--- config.mk ---
export PLATFORM = sky130hd
export DESIGN_NAME = integer_to_roman_encoder_core
export DESIGN_NICKNAME = d
export VERILOG_FILES = /design/src/rtl/i2r_pkg.sv /design/src/rtl/i2r_digits.sv /design/src/rtl/i2r_sequencer.sv /design/src/rtl/integer_to_roman_encoder_core.sv
export SDC_FILE = /design/constraint.sdc
export NUM_CORES = 1
export LEC_CHECK = 0
export ABC_AREA = 1
export BUFFER_PORTS_ARGS = -buffer_cell sky130_fd_sc_hd__buf_4
export CORE_MARGIN = 1
export CORE_UTILIZATION = 27
export CTS_BUF_LIST = sky130_fd_sc_hd__clkbuf_8
export CTS_CLUSTER_SIZE = 12
export DETAILED_ROUTE_END_ITERATION = 8
export PLACE_DENSITY = 0.49
export SLEW_MARGIN = 20
export SYNTH_ARGS = -nofsm -noshare
export SYNTH_HDL_FRONTEND = slang
export SYNTH_SLANG_ARGS = --single-unit
--- constraint.sdc ---
create_clock -name clk -period 5.28 [get_ports clk]
set_clock_uncertainty 0.05 [all_clocks]
set_input_delay 0.528 -clock clk [delete_from_list [all_inputs] [get_ports clk]]
set_output_delay 0.528 -clock clk [all_outputs]
set_load 0.1 [all_outputs]
--- src/rtl/i2r_pkg.sv ---
// Shared types, symbol codes and digit-to-symbol functions of the Roman numeral encoder.
package i2r_pkg;

	// ASCII codes of the Roman symbols
	localparam logic [7:0] SYM_I    = 8'h49;
	localparam logic [7:0] SYM_V    = 8'h56;
	localparam logic [7:0] SYM_X    = 8'h58;
	localparam logic [7:0] SYM_L    = 8'h4C;
	localparam logic [7:0] SYM_C    = 8'h43;
	localparam logic [7:0] SYM_D    = 8'h44;
	localparam logic [7:0] SYM_M    = 8'h4D;
	localparam logic [7:0] SYM_NONE = 8'h00;

	// Largest value that has a numeral
	localparam logic [11:0] MAX_VALID = 12'd3999;

	// Decimal position codes
	localparam logic [1:0] POS_ONES  = 2'd0;
	localparam logic [1:0] POS_TENS  = 2'd1;
	localparam logic [1:0] POS_HUNDS = 2'd2;
	localparam logic [1:0] POS_THOUS = 2'd3;

	typedef logic [3:0] digit_t;

	// Decimal digits of one number, index 3 is thousands
	typedef struct packed {
		logic            err;
		digit_t [3:0]    dig;
	} digits_t;

	// Ones symbol of a decimal position
	function automatic logic [7:0] ones_sym(input logic [1:0] pos);
		logic [7:0] s;
		unique case (pos)
			POS_ONES:  s = SYM_I;
			POS_TENS:  s = SYM_X;
			POS_HUNDS: s = SYM_C;
			POS_THOUS: s = SYM_M;
			default:   s = SYM_NONE;
		endcase
		return s;
	endfunction

	// Fives symbol of a decimal position
	function automatic logic [7:0] five_sym(input logic [1:0] pos);
		logic [7:0] s;
		unique case (pos)
			POS_ONES:  s = SYM_V;
			POS_TENS:  s = SYM_L;
			POS_HUNDS: s = SYM_D;
			default:   s = SYM_NONE;
		endcase
		return s;
	endfunction

	// Tens symbol of a decimal position
	function automatic logic [7:0] tens_sym(input logic [1:0] pos);
		logic [7:0] s;
		unique case (pos)
			POS_ONES:  s = SYM_X;
			POS_TENS:  s = SYM_C;
			POS_HUNDS: s = SYM_M;
			default:   s = SYM_NONE;
		endcase
		return s;
	endfunction

	// Number of symbols one decimal digit spells
	function automatic logic [2:0] digit_len(input digit_t d);
		logic [2:0] n;
		unique case (d)
			4'd1:    n = 3'd1;
			4'd2:    n = 3'd2;
			4'd3:    n = 3'd3;
			4'd4:    n = 3'd2;
			4'd5:    n = 3'd1;
			4'd6:    n = 3'd2;
			4'd7:    n = 3'd3;
			4'd8:    n = 3'd4;
			4'd9:    n = 3'd2;
			default: n = 3'd0;
		endcase
		return n;
	endfunction

	// Symbol k of digit d at position pos
	function automatic logic [7:0] digit_sym(input digit_t d, input logic [1:0] k,
		input logic [1:0] pos);
		logic [7:0] s;
		priority if (d >= 4'd1 && d <= 4'd3) begin
			s = ones_sym(pos);
		end else if (d == 4'd4) begin
			s = (k == 2'd0) ? ones_sym(pos) : five_sym(pos);
		end else if (d >= 4'd5 && d <= 4'd8) begin
			s = (k == 2'd0) ? five_sym(pos) : ones_sym(pos);
		end else if (d == 4'd9) begin
			s = (k == 2'd0) ? ones_sym(pos) : tens_sym(pos);
		end else begin
			s = SYM_NONE;
		end
		return s;
	endfunction

endpackage

--- src/rtl/i2r_digits.sv ---
// Three-stage pipeline that splits a binary number into decimal digits and flags bad values.
module i2r_digits (
	input  logic             clk,
	input  logic             arst_n,
	input  logic             in_valid,
	output logic             in_ready,
	input  logic [11:0]      number,
	output logic             dg_valid,
	input  logic             dg_ready,
	output i2r_pkg::digits_t dg_digits
);

	logic                valid_s1, valid_s2, valid_s3;
	logic [11:0]         number_s1;
	logic                err_s2;
	i2r_pkg::digit_t     thou_s2;
	logic [9:0]          rem_s2;
	i2r_pkg::digits_t    digits_s3;

	logic                adv_s1, adv_s2, adv_s3;

	// advance each stage when it is empty or its word moves on
	assign adv_s3   = !valid_s3 || dg_ready;
	assign adv_s2   = !valid_s2 || adv_s3;
	assign adv_s1   = !valid_s1 || adv_s2;
	assign in_ready = adv_s1;

	assign dg_valid  = valid_s3;
	assign dg_digits = digits_s3;

	// thousands digit and remainder below one thousand
	logic                err_a;
	i2r_pkg::digit_t     thou_a;
	logic [11:0]         base_a;
	logic [9:0]          rem_a;

	always_comb begin
		err_a  = (number_s1 == 12'd0) || (number_s1 > i2r_pkg::MAX_VALID);
		thou_a = 4'd0;
		base_a = 12'd0;
		for (int k = 1; k <= 3; k++) begin
			if (number_s1 >= 12'(k * 1000)) begin
				thou_a = 4'(k);
				base_a = 12'(k * 1000);
			end
		end
		rem_a = 10'(number_s1 - base_a);
	end

	// hundreds, tens and ones digits from the remainder
	i2r_pkg::digit_t     hund_b, tens_b, ones_b;
	logic [9:0]          base_h;
	logic [6:0]          rem_b;
	logic [6:0]          base_t;

	always_comb begin
		hund_b = 4'd0;
		base_h = 10'd0;
		for (int k = 1; k <= 9; k++) begin
			if (rem_s2 >= 10'(k * 100)) begin
				hund_b = 4'(k);
				base_h = 10'(k * 100);
			end
		end
		rem_b  = 7'(rem_s2 - base_h);
		tens_b = 4'd0;
		base_t = 7'd0;
		for (int k = 1; k <= 9; k++) begin
			if (rem_b >= 7'(k * 10)) begin
				tens_b = 4'(k);
				base_t = 7'(k * 10);
			end
		end
		ones_b = 4'(rem_b - base_t);
	end

	// hold valid bits of the stages
	always_ff @(posedge clk or negedge arst_n) begin
		if (!arst_n) begin
			valid_s1 <= 1'b0;
			valid_s2 <= 1'b0;
			valid_s3 <= 1'b0;
		end else begin
			if (adv_s1) valid_s1 <= in_valid;
			if (adv_s2) valid_s2 <= valid_s1;
			if (adv_s3) valid_s3 <= valid_s2;
		end
	end

	// load stage payloads
	always_ff @(posedge clk) begin
		if (adv_s1 && in_valid) number_s1 <= number;
		if (adv_s2 && valid_s1) begin
			err_s2  <= err_a;
			thou_s2 <= thou_a;
			rem_s2  <= rem_a;
		end
		if (adv_s3 && valid_s2) begin
			digits_s3.err    <= err_s2;
			digits_s3.dig[3] <= thou_s2;
			digits_s3.dig[2] <= hund_b;
			digits_s3.dig[1] <= tens_b;
			digits_s3.dig[0] <= ones_b;
		end
	end

endmodule

--- src/rtl/i2r_sequencer.sv ---
// Symbol sequencer: walks the digits of one number and emits one Roman symbol word per cycle while out_ready is high.
module i2r_sequencer (
	input  logic             clk,
	input  logic             arst_n,
	input  logic             ld_valid,
	output logic             ld_ready,
	input  i2r_pkg::digits_t ld_digits,
	output logic             out_valid,
	input  logic             out_ready,
	output logic [7:0]       symbol,
	output logic             last,
	output logic             error
);

	logic                    act_q;
	i2r_pkg::digits_t        dig_q;
	logic [1:0]              pos_q;
	logic [1:0]              cnt_q;
	logic                    out_valid_q;
	logic [7:0]              symbol_q;
	logic                    last_q;
	logic                    error_q;

	i2r_pkg::digit_t         cur_d;
	logic [2:0]              cur_len;
	logic                    end_dig;
	logic                    nxt_found;
	logic [1:0]              nxt_pos;
	logic [1:0]              first_pos;
	logic                    word_last;
	logic [7:0]              word_sym;
	logic                    fire;
	logic                    load;

	assign out_valid = out_valid_q;
	assign symbol    = symbol_q;
	assign last      = last_q;
	assign error     = error_q;

	// current digit and the next nonzero digit below it
	always_comb begin
		cur_d     = dig_q.dig[pos_q];
		cur_len   = i2r_pkg::digit_len(cur_d);
		end_dig   = ({1'b0, cnt_q} == 3'(cur_len - 3'd1));
		nxt_found = 1'b0;
		nxt_pos   = 2'd0;
		for (int p = 0; p < 4; p++) begin
			if (2'(p) < pos_q && dig_q.dig[p] != 4'd0) begin
				nxt_found = 1'b1;
				nxt_pos   = 2'(p);
			end
		end
		first_pos = 2'd0;
		for (int p = 0; p < 4; p++) begin
			if (ld_digits.dig[p] != 4'd0) first_pos = 2'(p);
		end
		word_last = dig_q.err || (end_dig && !nxt_found);
		word_sym  = dig_q.err ? i2r_pkg::SYM_NONE
			: i2r_pkg::digit_sym(cur_d, cnt_q, pos_q);
	end

	// emit when a run is active and the output slot frees up
	assign fire     = act_q && (!out_valid_q || out_ready);
	assign ld_ready = !act_q || (fire && word_last);
	assign load     = ld_valid && ld_ready;

	// advance the walk, take a new number when idle or when the run ends
	always_ff @(posedge clk or negedge arst_n) begin
		if (!arst_n) begin
			act_q       <= 1'b0;
			out_valid_q <= 1'b0;
		end else begin
			if (fire) begin
				out_valid_q <= 1'b1;
			end else if (out_ready) begin
				out_valid_q <= 1'b0;
			end
			if (load) begin
				act_q <= 1'b1;
			end else if (fire && word_last) begin
				act_q <= 1'b0;
			end
		end
	end

	// hold digits, position and result word
	always_ff @(posedge clk) begin
		if (fire) begin
			symbol_q <= word_sym;
			last_q   <= word_last;
			error_q  <= dig_q.err;
		end
		if (load) begin
			dig_q <= ld_digits;
			pos_q <= first_pos;
			cnt_q <= 2'd0;
		end else if (fire) begin
			if (end_dig) begin
				pos_q <= nxt_pos;
				cnt_q <= 2'd0;
			end else begin
				cnt_q <= cnt_q + 2'd1;
			end
		end
	end

endmodule

--- src/rtl/integer_to_roman_encoder_core.sv ---
// Top level of the integer to Roman numeral encoder.
//
//   channel  | handshake            | word
//   ---------+----------------------+------------------------------
//   input    | in_valid / in_ready  | number[11:0]
//   output   | out_valid / out_ready| symbol[7:0], last, error
//
// Each number yields one output word per symbol, 1 to 15 words; the output
// register gives one word per cycle while out_ready is high. Zero and
// out-of-range numbers yield a single error word. A number passes stages s1,
// s2, s3, the sequencer digit register and the output register in that order.
// Reset clears all valid bits; the block keeps no state between numbers.
// A stall on out_ready holds the output word and backs up the digit pipeline.
module integer_to_roman_encoder_core (
	input  logic        clk,
	input  logic        arst_n,
	input  logic        in_valid,
	output logic        in_ready,
	input  logic [11:0] number,
	output logic        out_valid,
	input  logic        out_ready,
	output logic [7:0]  symbol,
	output logic        last,
	output logic        error
);

	logic             dg_valid;
	logic             dg_ready;
	i2r_pkg::digits_t dg_digits;

	// split into decimal digits
	i2r_digits u_digits (
		.clk       (clk),
		.arst_n    (arst_n),
		.in_valid  (in_valid),
		.in_ready  (in_ready),
		.number    (number),
		.dg_valid  (dg_valid),
		.dg_ready  (dg_ready),
		.dg_digits (dg_digits)
	);

	// spell the digits as symbols
	i2r_sequencer u_seq (
		.clk       (clk),
		.arst_n    (arst_n),
		.ld_valid  (dg_valid),
		.ld_ready  (dg_ready),
		.ld_digits (dg_digits),
		.out_valid (out_valid),
		.out_ready (out_ready),
		.symbol    (symbol),
		.last      (last),
		.error     (error)
	);

	// an error word carries no symbol and ends its run
	a_err_word: assert property (@(posedge clk) disable iff (!arst_n)
		out_valid && error |-> symbol == i2r_pkg::SYM_NONE && last)
		else $error("error word with symbol or without last");

	// a good word carries a Roman symbol
	a_sym_legal: assert property (@(posedge clk) disable iff (!arst_n)
		out_valid && !error |-> symbol == i2r_pkg::SYM_I || symbol == i2r_pkg::SYM_V ||
			symbol == i2r_pkg::SYM_X || symbol == i2r_pkg::SYM_L ||
			symbol == i2r_pkg::SYM_C || symbol == i2r_pkg::SYM_D ||
			symbol == i2r_pkg::SYM_M)
		else $error("illegal symbol code");

	// a word that follows an error word starts a new run
	a_err_alone: assert property (@(posedge clk) disable iff (!arst_n)
		out_valid && out_ready && error ##1 out_valid |-> $past(last))
		else $error("error word not closing its run");

endmodule
==> summary.md <==
| Metric | Value |
|---|---|
| Dpl cells | 665 |
| WL per Instance | approximately 11 um |
| Startpoint Class | flip-flop |
| Final Slew Violations | 0 |
| Final nets | 530 |
| Hold path depth | 1 |
| Worst R2R Path Depth | 29 |
| RSZ-0062 raised after global routing | false |
| Post-place instance area | between 4000 and 5000 um^2 |
| Critical path arrival | approximately 4.6 ns |
| Mapped Cells | between 400 and 500 |
| Row Count | between 40 and 50 |
| Multi-input gate area | around 1700 um^2 |
| Syn_area_per_cell | around 9 um^2 |
| CP Class | flip-flop to flip-flop |
| Drt total wl | 7650 um |
| Max Cap Viol | 0 |
| Filler instances | ~1.5k |
| IO Pins | 28 |
| Initial antenna violation count | 0 |
| DRC violations left | 0 |
| Reg2Reg Capture Point | u_digits.dg_digits[3]$_DFFE_PP_ |
| Post-synth EDFFs | 65 |
| Largest net degree at the start of global routing | 16 |
| Number of global-route vias before repair | about 3k |
| Tightest Pin Transition | between 0.9 and 1 ns |
| Root Buffer | clkbuf_8 |
| Register area | 2120 um^2 |
| Largest fanout on the critical path | 6 |
| Initial Utilization | 28.1% |
| M3 GR Usage | under 10% |
| CP required | 5.33 ns |
| Compound-Gate Fraction of Synth Area | 8.59% |
| Final Hold Fails | 0 |
| R2R Setup Slk | 0.72 ns |
| Num CTS Buffers | 9 |
| Post-synthesis mux area share | 0% |
| Synth warnings | 0 |
| Via-to-Cell Ratio | 4.52 |
| Max H-tree Level | 3 |
| Post-synthesis xor/xnor area fraction | 2.32% |
| Met2 GRT Util | about a fifth |
| Synth Register Bits | just over 70 |
| PortBufs | 25 |
| Via Count | 3,083 |
| Tot GR Track Use | 10.5% |
| Buf/Inv on CP | 6 |
| GPL Wtd Cong | just over 0.9 |
| Largest family of logic cells by synthesized area | simple AND/OR/NAND/NOR gates |
| Synthesis-to-finish area growth | 14.5% |
| CTS clock-pin slew for the worst setup and hold paths | approximately 0.080 ns |
| Synth Area in Adders | under 10% |
| Drt first pass iters | 4 |
| Ys async rst share | about 6.9% |
| Post-DP HPWL | 6070 um |
| Diodes inserted | 0 |
| Die X-Extent | 126 um |
| Remaining global-route overflow | 0 |
| Iter 0 DRT Violations | 212 |
| Final setup fails | 0 |
| Max Freq | ~220 MHz |
| Clock Latency Late Sink | 0.34 ns |
| CTS Sinks | slightly above 70 |
| Met1 usage | between 10% and 20% |
| Max stage delay on crit path | 0.47 ns |
| Die ar. | ~16,000 um^2 |
| HP Start | number[1] |
| First-pass GRT wire length | approximately 13,000 um |
| CP Capture Type | flip-flop |
| Hold WC Path Type | input port to flip-flop |
| Placeable Area | around 15,000 um^2 |
| Min Tclk post-route | ~4.6 ns |
| Final TNS setup | 0 ns |
| Synth Cell Area | between 4000 and 5000 um^2 |
| CTS tree | built |
| Post-DRT Antenna Nets | 0 |
| Simple-gate portion of the synthesized area | between 20% and 30% |
| Hold endpoint | u_digits.number_s1[1]$_DFFE_PP_ |
| Post-cts resize count | 0 |
| Most frequent CP cell | nand2_1 |
| Fin area | ~4800 um^2 |
| Final non-filler cell total | 682 |
| Slowest cell on crit path | edfxtp_1 |
| Yosys cell types | 45 |
| Slew headroom | 36.5% |
| Primary FF master, synth | edfxtp_1 |
| Most Used Layer, Global Route | met2 |
| Die Span Y | 126 um |
| Post-synthesis sequential area ratio | between 50% and 60% |
| Delay-heaviest family, CP | simple AND/OR/NAND/NOR gates |
| Tcrit/Tclk final | ~86% |
| Worst flop-to-flop path startpoint | u_digits.rem_s2[5]$_DFFE_PP_ |
| Fraction of layout instances using a drive strength above 1 | 13.3% |
| Status | finished, final reports clean |
| Max Buffers Root-to-Sink | 2 |
[cell usage after synthesis, types with 3 or more instances]
cell        n  share of area, %
ha_1       18               5.4
dfrtp_1     5               3.0
edfxtp_1   65                47
nor2_2      5              0.75
nand3_1    22               2.7
nand3_2     3              0.72
a21oi_1    15               1.8
nor2_1     32               2.9
nand2_2     6              0.90
inv_1      73               6.6
nand2_4     7               1.9
fa_1        3               1.4
nor3_1      4              0.48
nor4_1      3              0.45
nand2_1   124                11
o21ai_0    23               2.8
a31oi_1     5              0.75
xor2_1     10               2.1
[worst max path at each step]
stage,start,to,slack (ns),cells past startpoint
final,u_digits.rem_s2[5]$_DFFE_PP_,u_digits.dg_digits[3]$_DFFE_PP_,0.72,29
after global routing,u_digits.rem_s2[5]$_DFFE_PP_,u_digits.dg_digits[3]$_DFFE_PP_,0.21,29
after CTS,u_digits.rem_s2[5]$_DFFE_PP_,u_digits.dg_digits[3]$_DFFE_PP_,0.72,29
after detailed placement,u_digits.rem_s2[5]$_DFFE_PP_,u_digits.dg_digits[3]$_DFFE_PP_,0.76,29
after global placement,u_digits.rem_s2[5]$_DFFE_PP_,u_digits.dg_digits[3]$_DFFE_PP_,0.76,29
after floorplan,u_digits.rem_s2[5]$_DFFE_PP_,u_digits.dg_digits[3]$_DFFE_PP_,1.24,29
[sequential cells by signal (all words and copies together) (netlist names)]
| register | cells |
|---|---|
| u_digits.rem_s2 | 10 |
| u_digits.thou_s2 | 2 |
| u_digits.dg_valid | 1 |
| u_digits.valid_s2 | 1 |
| u_digits.valid_s1 | 1 |
| u_digits.dg_digits | 15 |
| u_seq.dig_q | 15 |
| u_seq.symbol | 6 |
| u_seq.act_q | 1 |
| u_seq.cnt_q | 2 |
| u_seq.last | 1 |
| u_seq.out_valid | 1 |
| u_seq.pos_q | 2 |
| u_seq.error | 1 |
| u_digits.err_s2 | 1 |
| u_digits.number_s1 | 12 |
[cell usage in the layout (no fill, tap or decap), types with 3 or more instances in the layout]
master / n
buf_4: 25
edfxtp_1: 65
nor3_1: 4
o21ai_0: 23
ha_1: 18
inv_1: 76
nand2_2: 6
nor4_1: 3
a21oi_1: 15
nand2_1: 124
fa_1: 3
nand2_4: 7
xor2_1: 10
clkinv_4: 3
nor2_2: 5
nand3_2: 3
a31oi_1: 5
dfrtp_1: 5
nor2_1: 32
nand3_1: 22
clkbuf_8: 9
[per-layer routing]
metal  up-vias  part of all wire (%)
met4         0                   1.3
met5         -                     0
met3        11                   3.6
li1       1588                     -
met2        58                    52
met1      1426                    43
[worst register-to-register path: cells and delay by family, from the launching register on]
kind | cells | cell delay (ns)
AOI/OAI and AO/OA | 4 | 0.70
xor gates and xnor gates | 2 | 0.31
adders and majority gates | 4 | 1.11
buffers and inverters | 6 | 0.44
DFF | 1 | 0.47
and+or+nand+nor | 13 | 1.23
[kinds of logic (layout without fill, tap and decap cells)]
family	Yosys count	in the layout
adders and majority gates	21	21
AOI/OAI and AO/OA	60	60
DFF	72	72
other	1	2
xor gates and xnor gates	11	11
buffers and inverters	79	118
and+or+nand+nor	214	214
[what timing repair did]
action	in CTS	in global routing
hold buffers	1	0
setup buffers	0	0
endpoints found under the hold margin	5	0
[layout make-up]
cell class              count  area share [%]
well taps                 184            4.84
flip-flops and latches     72            44.5
multi-input cells         308            36.4
repair buffers             26            4.16
inverters                  76            6.11
clock inverters             7            1.39
clock buffers               9            2.61
[stage by stage]
| step | setup slack [ns] | util, % | hold slack (ns) |
|---|---|---|---|
| 2_1_floorplan | 1.24 | - | 0.182 |
| 3_3_place_gp | 0.756 | 30.9 | 0.282 |
| 3_5_place_dp | 0.758 | 30.9 | 0.283 |
| 4_1_cts | 0.719 | 32.2 | 0.279 |
| 5_1_grt | 0.212 | 32.2 | 0.270 |
| 6_report | 0.719 | 32.2 | 0.306 |
Power is left out: the tool's default activity adds up to more than one toggle a clock period on the data nets, which glitch-free logic cannot reach.
